**src/ax25ui_pkg.sv**
```systemverilog
// ax25ui_pkg: shared types, codes and the fcs update function
// for the ax.25 ui frame builder; no dependencies
`default_nettype none

package ax25ui_pkg;

    // item kinds on the input stream
    localparam logic [2:0] KIND_START    = 3'd0;
    localparam logic [2:0] KIND_PAYLOAD  = 3'd1;
    localparam logic [2:0] KIND_CALLSIGN = 3'd2;
    localparam logic [2:0] KIND_SSID     = 3'd3;
    localparam logic [2:0] KIND_HEADER   = 3'd4;
    localparam logic [2:0] KIND_END      = 3'd5;

    // command ops between front and back
    localparam logic [1:0] OP_START  = 2'd0;
    localparam logic [1:0] OP_BYTE   = 2'd1;
    localparam logic [1:0] OP_HEADER = 2'd2;
    localparam logic [1:0] OP_END    = 2'd3;

    // configuration register indexes
    localparam logic [2:0] CFG_FLAG    = 3'd0;
    localparam logic [2:0] CFG_RESET   = 3'd1;
    localparam logic [2:0] CFG_ESCAPE  = 3'd2;
    localparam logic [2:0] CFG_CONTROL = 3'd3;
    localparam logic [2:0] CFG_PID     = 3'd4;

    localparam logic [7:0] FLAG_RST    = 8'h7E;
    localparam logic [7:0] RESET_RST   = 8'h7F;
    localparam logic [7:0] ESCAPE_RST  = 8'h1B;
    localparam logic [7:0] CONTROL_RST = 8'h03;
    localparam logic [7:0] PID_RST     = 8'hF0;

    localparam logic [15:0] FCS_INIT = 16'hFFFF;
    localparam logic [15:0] FCS_POLY = 16'h8408; // 0x1021 bit reversed
    localparam logic [7:0]  SSID_FIXED = 8'h60;

    // command queue depth
    localparam int QDEPTH = 4;
    localparam int QAW    = $clog2(QDEPTH);

    typedef struct packed {
        logic [1:0] op;
        logic [7:0] data;
    } t_cmd;

    typedef struct packed {
        logic [7:0] flag;
        logic [7:0] rst;
        logic [7:0] esc;
        logic [7:0] control;
        logic [7:0] pid;
    } t_cfg;

    // one byte through the reflected crc-16, lsb first
    function automatic logic [15:0] fcs_feed(input logic [15:0] fcs, input logic [7:0] b);
        logic [15:0] r;
        r = fcs ^ {8'h00, b};
        for (int i = 0; i < 8; i++) begin
            if (r[0]) begin
                r = (r >> 1) ^ FCS_POLY;
            end else begin
                r = r >> 1;
            end
        end
        return r;
    endfunction

endpackage

`default_nettype wire

```
**src/ax25_ui_frame_builder.sv**
```systemverilog
// ax25_ui_frame_builder: top level of the ax.25 ui frame builder
// uses ax25ui_pkg, ax25ui_front, ax25ui_queue, ax25ui_back
//
// channel   direction  handshake                        payload
// s_axis    in         s_axis_tvalid / s_axis_tready    tuser kind, tdata byte, tlast last addr
// m_axis    out        m_axis_tvalid / m_axis_tready    tdata out byte, tlast last of run
// cfg       in         i_cfg_valid / o_cfg_ready        i_cfg_index, i_cfg_data
//
// the back end sends one word per clock when the modem takes it and the queue is not
// empty; an item causes 1 word for start, payload, callsign and ssid, 2 for header,
// 3 for end, and one more for each escaped byte
// a four-entry command queue lets input items be taken while the back end is busy
// or the output register is stalled; the output register holds one word
// synchronous active-low reset clears queue, sequencer, fcs and config registers
`default_nettype none

module ax25_ui_frame_builder (
    input  wire logic       i_clk,
    input  wire logic       i_rst_n,
    // input items
    input  wire logic       s_axis_tvalid,
    output logic            s_axis_tready,
    input  wire logic [7:0] s_axis_tdata,  // [7:0] data_byte
    input  wire logic [2:0] s_axis_tuser,  // [2:0] kind
    input  wire logic       s_axis_tlast,  // last_address
    // output words
    output logic            m_axis_tvalid,
    input  wire logic       m_axis_tready,
    output logic [7:0]      m_axis_tdata,  // [7:0] out_byte
    output logic            m_axis_tlast,  // last_of_run
    // configuration writes
    input  wire logic       i_cfg_valid,
    output logic            o_cfg_ready,
    input  wire logic [2:0] i_cfg_index,
    input  wire logic [7:0] i_cfg_data
);

    ax25ui_pkg::t_cfg r_cfg;
    ax25ui_pkg::t_cmd w_cmd;
    ax25ui_pkg::t_cmd w_head;
    logic             w_push;
    logic             w_pop;
    logic             w_empty;
    logic             w_full;

    // config writes are always taken
    assign o_cfg_ready = 1'b1;

    always_ff @(posedge i_clk) begin
        if (!i_rst_n) begin
            r_cfg.flag    <= ax25ui_pkg::FLAG_RST;
            r_cfg.rst     <= ax25ui_pkg::RESET_RST;
            r_cfg.esc     <= ax25ui_pkg::ESCAPE_RST;
            r_cfg.control <= ax25ui_pkg::CONTROL_RST;
            r_cfg.pid     <= ax25ui_pkg::PID_RST;
        end else if (i_cfg_valid) begin
            unique case (i_cfg_index)
                ax25ui_pkg::CFG_FLAG:    r_cfg.flag    <= i_cfg_data;
                ax25ui_pkg::CFG_RESET:   r_cfg.rst     <= i_cfg_data;
                ax25ui_pkg::CFG_ESCAPE:  r_cfg.esc     <= i_cfg_data;
                ax25ui_pkg::CFG_CONTROL: r_cfg.control <= i_cfg_data;
                ax25ui_pkg::CFG_PID:     r_cfg.pid     <= i_cfg_data;
                default: begin
                    // writes past the register list are dropped
                end
            endcase
        end
    end

    // front takes items whenever the queue has room
    assign s_axis_tready = !w_full;

    ax25ui_front u_front (
        .i_kind_valid   (s_axis_tvalid && !w_full),
        .i_kind         (s_axis_tuser),
        .i_data_byte    (s_axis_tdata),
        .i_last_address (s_axis_tlast),
        .o_cmd          (w_cmd),
        .o_push         (w_push)
    );

    ax25ui_queue u_queue (
        .i_clk   (i_clk),
        .i_rst_n (i_rst_n),
        .i_push  (w_push),
        .i_cmd   (w_cmd),
        .i_pop   (w_pop),
        .o_head  (w_head),
        .o_empty (w_empty),
        .o_full  (w_full)
    );

    ax25ui_back u_back (
        .i_clk   (i_clk),
        .i_rst_n (i_rst_n),
        .i_cfg   (r_cfg),
        .i_head  (w_head),
        .i_empty (w_empty),
        .o_pop   (w_pop),
        .o_valid (m_axis_tvalid),
        .i_ready (m_axis_tready),
        .o_byte  (m_axis_tdata),
        .o_last  (m_axis_tlast)
    );

endmodule

`default_nettype wire

```
**src/ax25ui_front.sv**
```systemverilog
// ax25ui_front: classifies input items into queue commands
// uses ax25ui_pkg
`default_nettype none

module ax25ui_front (
    input  wire logic              i_kind_valid,
    input  wire logic [2:0]        i_kind,
    input  wire logic [7:0]        i_data_byte,
    input  wire logic              i_last_address,
    output ax25ui_pkg::t_cmd       o_cmd,
    output logic                   o_push
);

    always_comb begin
        o_cmd.op   = ax25ui_pkg::OP_BYTE;
        o_cmd.data = i_data_byte;
        o_push     = i_kind_valid;
        unique case (i_kind)
            ax25ui_pkg::KIND_START: begin
                o_cmd.op = ax25ui_pkg::OP_START;
            end
            ax25ui_pkg::KIND_PAYLOAD: begin
                o_cmd.op = ax25ui_pkg::OP_BYTE;
            end
            ax25ui_pkg::KIND_CALLSIGN: begin
                o_cmd.data = {i_data_byte[6:0], 1'b0};
            end
            ax25ui_pkg::KIND_SSID: begin
                o_cmd.data = {i_data_byte[6:0], 1'b0} | ax25ui_pkg::SSID_FIXED
                             | {7'd0, i_last_address};
            end
            ax25ui_pkg::KIND_HEADER: begin
                o_cmd.op = ax25ui_pkg::OP_HEADER;
            end
            ax25ui_pkg::KIND_END: begin
                o_cmd.op = ax25ui_pkg::OP_END;
            end
            default: begin
                // unused kinds are swallowed
                o_push = 1'b0;
            end
        endcase
    end

endmodule

`default_nettype wire

```
**src/ax25ui_queue.sv**
```systemverilog
// ax25ui_queue: small command fifo between front and back
// uses ax25ui_pkg
`default_nettype none

module ax25ui_queue (
    input  wire logic              i_clk,
    input  wire logic              i_rst_n,
    input  wire logic              i_push,
    input  wire ax25ui_pkg::t_cmd  i_cmd,
    input  wire logic              i_pop,
    output ax25ui_pkg::t_cmd       o_head,
    output logic                   o_empty,
    output logic                   o_full
);

    ax25ui_pkg::t_cmd r_mem [ax25ui_pkg::QDEPTH];
    logic [ax25ui_pkg::QAW-1:0] r_wr, n_wr;
    logic [ax25ui_pkg::QAW-1:0] r_rd, n_rd;
    logic [ax25ui_pkg::QAW:0]   r_cnt, n_cnt;

    assign o_empty = (r_cnt == '0);
    assign o_full  = (r_cnt == (ax25ui_pkg::QAW+1)'(ax25ui_pkg::QDEPTH));
    assign o_head  = r_mem[r_rd];

    always_comb begin
        n_wr  = r_wr;
        n_rd  = r_rd;
        n_cnt = r_cnt;
        if (i_push) begin
            n_wr = r_wr + 1'b1;
        end
        if (i_pop) begin
            n_rd = r_rd + 1'b1;
        end
        if (i_push && !i_pop) begin
            n_cnt = r_cnt + 1'b1;
        end else if (!i_push && i_pop) begin
            n_cnt = r_cnt - 1'b1;
        end
    end

    always_ff @(posedge i_clk) begin
        if (!i_rst_n) begin
            r_wr  <= '0;
            r_rd  <= '0;
            r_cnt <= '0;
        end else begin
            r_wr  <= n_wr;
            r_rd  <= n_rd;
            r_cnt <= n_cnt;
        end
    end

    always_ff @(posedge i_clk) begin
        if (i_push) begin
            r_mem[r_wr] <= i_cmd;
        end
    end

endmodule

`default_nettype wire

```
**src/ax25ui_back.sv**
```systemverilog
// ax25ui_back: byte sequencer with escaping, fcs and output register
// uses ax25ui_pkg
`default_nettype none

module ax25ui_back (
    input  wire logic              i_clk,
    input  wire logic              i_rst_n,
    input  wire ax25ui_pkg::t_cfg  i_cfg,
    input  wire ax25ui_pkg::t_cmd  i_head,
    input  wire logic              i_empty,
    output logic                   o_pop,
    output logic                   o_valid,
    input  wire logic              i_ready,
    output logic [7:0]             o_byte,
    output logic                   o_last
);

    logic [15:0] r_fcs;
    logic [7:0]  r_snap_hi;
    logic [1:0]  r_step;
    logic        r_esc;
    logic        r_valid;
    logic [7:0]  r_byte;
    logic        r_last;

    logic [7:0]  w_b;
    logic        w_raw;
    logic        w_fin;
    logic        w_need_esc;
    logic        w_load;

    assign o_valid = r_valid;
    assign o_byte  = r_byte;
    assign o_last  = r_last;

    // pick the byte this step of the command stands for
    always_comb begin
        w_b   = i_head.data;
        w_raw = 1'b0;
        w_fin = 1'b1;
        unique case (i_head.op)
            ax25ui_pkg::OP_START: begin
                w_b   = i_cfg.flag;
                w_raw = 1'b1;
            end
            ax25ui_pkg::OP_BYTE: begin
                w_b = i_head.data;
            end
            ax25ui_pkg::OP_HEADER: begin
                if (r_step == 2'd0) begin
                    w_b   = i_cfg.control;
                    w_fin = 1'b0;
                end else begin
                    w_b = i_cfg.pid;
                end
            end
            ax25ui_pkg::OP_END: begin
                case (r_step)
                    2'd0: begin
                        w_b   = ~r_fcs[7:0];
                        w_fin = 1'b0;
                    end
                    2'd1: begin
                        w_b   = r_snap_hi;
                        w_fin = 1'b0;
                    end
                    default: begin
                        w_b   = i_cfg.flag;
                        w_raw = 1'b1;
                    end
                endcase
            end
            default: begin
                w_b = i_head.data;
            end
        endcase
    end

    assign w_need_esc = !w_raw && !r_esc &&
                        (w_b == i_cfg.flag || w_b == i_cfg.rst || w_b == i_cfg.esc);
    assign w_load = !i_empty && (!r_valid || i_ready);
    assign o_pop  = w_load && !w_need_esc && w_fin;

    always_ff @(posedge i_clk) begin
        if (!i_rst_n) begin
            r_valid <= 1'b0;
            r_step  <= '0;
            r_esc   <= 1'b0;
            r_fcs   <= ax25ui_pkg::FCS_INIT;
        end else begin
            if (w_load) begin
                r_valid <= 1'b1;
            end else if (i_ready) begin
                r_valid <= 1'b0;
            end
            if (w_load) begin
                if (w_need_esc) begin
                    r_esc <= 1'b1;
                end else begin
                    r_esc <= 1'b0;
                    if (i_head.op == ax25ui_pkg::OP_START) begin
                        r_fcs <= ax25ui_pkg::FCS_INIT;
                    end else if (!w_raw) begin
                        r_fcs <= ax25ui_pkg::fcs_feed(r_fcs, w_b);
                    end
                    if (w_fin) begin
                        r_step <= '0;
                    end else begin
                        r_step <= r_step + 1'b1;
                    end
                end
            end
        end
    end

    // payload registers
    always_ff @(posedge i_clk) begin
        if (w_load) begin
            r_byte <= w_need_esc ? i_cfg.esc : w_b;
            r_last <= w_fin && !w_need_esc;
            // high fcs byte comes from the register before the low byte is fed
            if (!w_need_esc && i_head.op == ax25ui_pkg::OP_END && r_step == 2'd0) begin
                r_snap_hi <= ~r_fcs[15:8];
            end
        end
    end

endmodule

`default_nettype wire

```
**config.mk**
```make
export PLATFORM = sky130hd
export DESIGN_NAME = ax25_ui_frame_builder
export DESIGN_NICKNAME = d
export VERILOG_FILES = /design/src/ax25ui_pkg.sv /design/src/ax25_ui_frame_builder.sv /design/src/ax25ui_front.sv /design/src/ax25ui_queue.sv /design/src/ax25ui_back.sv
export SDC_FILE = /design/constraint.sdc
export NUM_CORES = 1
export LEC_CHECK = 0
export BUFFER_PORTS_ARGS = -buffer_cell sky130_fd_sc_hd__buf_2
export CAP_MARGIN = 20
export CORE_MARGIN = 10
export CORE_UTILIZATION = 45
export DETAILED_ROUTE_END_ITERATION = 16
export GPL_TIMING_DRIVEN = 0
export HOLD_SLACK_MARGIN = 0.1
export PLACE_DENSITY_LB_ADDON = 0.3
export SLEW_MARGIN = 20
export SYNTH_ARGS = -nofsm -noshare
export SYNTH_HDL_FRONTEND = slang
export SYNTH_SLANG_ARGS = --single-unit
```
**constraint.sdc**
```tcl
create_clock -name i_clk -period 5.8 [get_ports i_clk]
set_input_delay 0.58 -clock i_clk [delete_from_list [all_inputs] [get_ports i_clk]]
set_output_delay 0.58 -clock i_clk [all_outputs]
set_load 0.01 [all_outputs]
```
## Yosys cells after proc, flatten, opt, wreduce, memory -nomap -nowiden

Memories as Yosys holds them, arrays and structs flattened. A register that Yosys moved wholly into a read port is not among the register bits.
Index checks and enable logic that the tools add are counted.
W data, S select, Z words.

| word-level totals | value |
|---|---|
| memory bits (writable) | 40 |
| memories kept | 1 |
| output and inout bits | 12 |
| register bits after elaboration | 84 |
| input bits | 28 |

Memory list:

| memory | words | bits a word | rd ports | clocked after Yosys merged registers in | write ports | RTL line | text |
|---|---|---|---|---|---|---|---|
| u_queue.r_mem | 4 | 10 | 1 | 1 | 1 | ax25ui_queue.sv:16 | `ax25ui_pkg::t_cmd r_mem [ax25ui_pkg::QDEPTH];` |

| cells by class | value |
|---|---|
| reduce and logical (&&, ||, !) cells | 39 |
| equality and inequality tests | 18 |
| bitwise logic cells | 13 |
| multiplexer cells | 66 |
| add/sub/neg operators | 5 |

Operator list:

| kind | count |
|---|---|
| $mux W16 | 45 |
| $pmux W8 S2 | 2 |
| $pmux W8 S4 | 1 |
| $eq A8 B8 Y1 | 3 |
| $not A2 Y3 | 8 |
| $mux W8 | 2 |
| $not A8 Y8 | 2 |
| $xor A16 B8 Y16 | 1 |
| $reduce_and A2 Y1 | 7 |
| $eq A3 B2 Y1 const B | 4 |
| $eq A3 B3 Y1 const B | 4 |
| $logic_and A1 B1 Y1 | 11 |
| $logic_not A3 Y1 | 3 |
| $logic_not A1 Y1 | 8 |
| $mux W1 | 8 |
| $or A8 B1 Y8 | 1 |
| $add A2 B1 Y2 const B | 3 |
| $eq A3 B1 Y1 const B | 2 |
| $mux W2 | 3 |
| $mux W3 | 2 |
| $pmux W2 S3 | 1 |
| $reduce_or A6 Y1 | 1 |
| $eq A2 B1 Y1 const B | 2 |
| $eq A2 B2 Y1 const B | 2 |
| 10 further kinds | 15 |

## Depth between registers and ports, before layout

| logic depth | value |
|---|---|
| depth in word-level cells | 57 |
| mapped depth | 21 |
| mapped depth without buffers | 17 |

## By module

From an unflattened synthesis, not the netlist that was laid out.

| second synthesis, totals | value |
|---|---|
| cells, all modules | 597 |
| area total of the unflattened synthesis | 6571.3 µm² |

By module, submodules not included:

| module | times used | area each (µm²) | cells an instance |
|---|---|---|---|
| ax25ui_back | 1 | 2869.0 | 325 |
| ax25ui_queue | 1 | 1888.1 | 95 |
| ax25_ui_frame_builder | 1 | 1639.1 | 158 |
| ax25ui_front | 1 | 175.2 | 19 |

## Least setup slack after synthesis

No wires, ideal clock.

| path | value |
|---|---|
| path kind | register to register |
| from | register with a tool-made name |
| to | register u_queue.r_cnt[2] in the netlist's numbering |
| slack | 1191 ps |
| cell stages (with the launch flop) | 20 |
| buffers on the path | 3 |
| arrival | 4534 ps |
| data required time | 5724 ps |
| path through | dfxtp_1 > buf_6 > buf_6 > mux4_1 > ha_1 > nand2b_1 > buf_4 > nor2_1 > o41ai_2 > o22ai_1 > or4_1 > nor3_2 > o31ai_2 > nand3_1 > ha_1 > inv_1 > fa_1 > xor2_1 > or3_1 > a21boi_0 |

RTL lines:

| what | RTL line | text |
|---|---|---|
| end signal: assignment | ax25ui_queue.sv:50 | `r_cnt <= n_cnt;` |
| end: declaration | ax25ui_queue.sv:19 | `logic [ax25ui_pkg::QAW:0] r_cnt, n_cnt;` |

==> metrics <==
Mapped Avg Cell Area 9.698 µm²; CTS buffer count 17; largest cells by area after synthesis edfxtp_1 27%, dfxtp_1 22%, nand2_1 7.3%, mux2i_1 5.0%, a21boi_0 4.3%; post-synthesis cell count 655; Yosys reg bits 126; run status completed; power after layout 4198 µW; antenna cells 0; Startpoint Class register; Initial Util 0.4576; crit-path cells buf_6 > buf_6 > mux4_1 > ha_1 > clkbuf_1 > nor3b_1 > or2_1 > buf_2 > buf_4 > a21o_1 > o211ai_1 > o21ai_0 > nor4_2 > o31ai_2 > nand3_1 > ha_1 > inv_1 > fa_1 > xor2_1 > or3_1 > a21boi_0; worst vdd ir 277.6 µV; die height 138.8 µm; CP required 6140 ps; CP top delay family simple AND/OR/NAND/NOR gates; routed wire length 17,280 µm; Rel. slew slack 0.5229; setup TNS 0 ps; FF-to-FF path depth 21; CP Depth 21; largest net degree at the start of global routing 17; Design Area, Final 7415 µm²; EDFF count, synth 57; All-Layer GR Usage 0.1757; Row Count 43; setup repair bufs after CTS 0; Max stage delay on crit path 640 ps; placer congestion estimate 0.9365; WL/cell 19.11 µm; critical path class register to register; Clock Skews 8.203 ps; r2r setup slk 280 ps; Final Hold Violating Endpoints 0; CTS root buf clkbuf_16; Max Fanout on Critical Path 10; H-tree depth 4; global-route wire length before repair 27,140 µm; DRC viols 0; drt first-iter violations 404; CORE AREA 13,880 µm²; Yosys warning total 0; Final Slew Violations 0; Worst-Margin Slew 708.0 ps; die area 19,270 µm²; syn nets 695; vias per cell 5.601; Post-Syn Area 6352 µm²; CP bufs+invs 6; commonest non-fill, non-tap cells in the layout 124 x nand2_1, 69 x dfxtp_1, 57 x edfxtp_1, 38 x buf_2, 36 x a21boi_0; clk sinks 126; I/O pins 40; CTS tree built; Placed Area 6763 µm²; initial antenna violation count 0; HP Class primary input to register; reg2reg end u_queue.r_cnt[2]$_SDFFE_PN0P_; Main synth FF type dfxtp_1; fmax 181.3 MHz; sequential-to-total area share from yosys stat 0.4869; GRT overflow 0; Net count, final 751; Lkg Pwr 0.002952 µW; Max Root-Sink Buffers 2; Chip Width 138.8 µm; post-synthesis async set-or-reset flop share 0; Distinct cells, synth 54; Synth top area share 0.2695; Setup crit end kind register; vias in the first global route 5,008; setup violators final 0; layout cells sized above 1 0.1436; most common cell after layout, fill and taps aside nand2_1; remaining antenna violation count after routing 0; hpwl dp 12,770 µm; Worst-Skew Late Latency 420 ps; Layout fillers 1,240; critical path arrival 5860 ps; Pwr per Cell Area 566.1 nW/µm²; router iterations before antenna repair 6; CP Capture Point u_queue.r_cnt[2]$_SDFFE_PN0P_; Final min period 5516 ps; RSZ-0062 raised after global routing no; via count 5,063; Slowest-stage cell, CP mux4_1; area delta synth->final 16.72%; maxcap violations 0; Reg clk slew, reported paths 60 ps; final period utilization 0.9511; dominant cell type by area after synthesis edfxtp_1; input/output buffers 37
[how the worst min path moves through the flow]
| stage | startpoint | endpoint | cells after the start |
|---|---|---|---|
| after detailed placement | u_back.r_step[1]$_SDFFE_PN0N_ | u_back.r_step[1]$_SDFFE_PN0N_ | 2 |
| after CTS | m_axis_tready | u_back.o_valid$_SDFFE_PN0P_ | 4 |
| final | m_axis_tready | u_back.o_valid$_SDFFE_PN0P_ | 4 |
| after floorplan | u_back.r_step[1]$_SDFFE_PN0N_ | u_back.r_step[1]$_SDFFE_PN0N_ | 2 |
| after global routing | m_axis_tready | u_back.o_valid$_SDFFE_PN0P_ | 4 |
| after global placement | u_back.r_step[1]$_SDFFE_PN0N_ | u_back.r_step[1]$_SDFFE_PN0N_ | 2 |
[power by group]
| part | switching (µW) | internal [µW] |
|---|---|---|
| Sequential | 70.9 | 1110 |
| Combinational | 1130 | 768 |
| Clock | 399 | 710 |
[per-layer routing]
metal,wire length [µm],global-route usage,part of all wire,vias up
li1,-,-,-,2435
met3,1050,0.03938,0.061,29
met5,0,0,0,-
met4,344,0.06700,0.020,0
met2,8009,0.2785,0.46,183
met1,7872,0.2278,0.46,2416
[tightest hold or removal path: cells and delay by family]
| kind | cells | cell delay (ps) |
|---|---|---|
| simple gates | 1 | 50 |
| compound gates | 1 | 60 |
| buf+inv | 2 | 110 |
[Yosys cell counts, drive strengths merged, types with 5 or more instances]
master	instances
a21boi	36
a31oi	24
and2	19
and3	5
buf	12
clkbuf	22
dfxtp	69
edfxtp	57
ha	11
inv	24
mux2	9
mux2i	32
nand2	125
nand2b	9
nand3	28
nor2	30
nor2b	13
nor3	22
nor4	10
o21ai	12
o22ai	14
o31ai	5
or2	5
xnor2	22
xor2	5
[flip-flops by register name (all words and copies together), names as in the netlist, named ones only]
signal and count:
u_queue.r_mem 40, u_back.r_fcs 16, u_back.r_step 2, u_back.o_byte 8
u_back.o_last 1, u_queue.r_cnt 3, u_back.r_esc 1, u_queue.r_wr 2
u_back.r_snap_hi 8, u_back.o_valid 1, u_queue.r_rd 2, r_cfg 40
[cells by family after synthesis]
family	share of synthesized area
xor gates and xnor gates	0.03723
AOI/OAI and AO/OA	0.1326
DFF	0.4869
adders and majority gates	0.02482
buffers and inverters	0.04510
and+or+nand+nor	0.1976
other	0.0005903
muxes	0.07524
[cell type report]
type	count	area, µm²	share of cell area
clock buffer	28	601.8	0.08117
multi-input combinational	471	2993	0.4036
timing repair buffer	37	185.2	0.02497
tap	180	225.2	0.03037
sequential	126	3093	0.4171
inverter	24	90.09	0.01215
buffer	34	196.4	0.02649
clock inverter	4	30.03	0.004050
[metrics by stage]
stage / cells / setup WS [ps] / hold WS (ps) / util
detailed placement: 872 / 212.1 / 459.1 / 0.4872
finish: 904 / 283.9 / 431.0 / 0.5342
floorplan: 655 / 1191 / 434.7 / -
global placement: 872 / 320.6 / 443.2 / 0.4872
global route: 904 / 19.29 / 444.5 / 0.5342
CTS: 904 / 165.9 / 425.8 / 0.5327
[repair_timing]
action / in CTS / in global routing
setup endpoints to repair: 0 / 1
hold buffers: 0 / 0
endpoints found under the hold margin: 0 / 0
gates resized for setup: 0 / 3
Note: power is estimated with default switching activity, not from simulation.
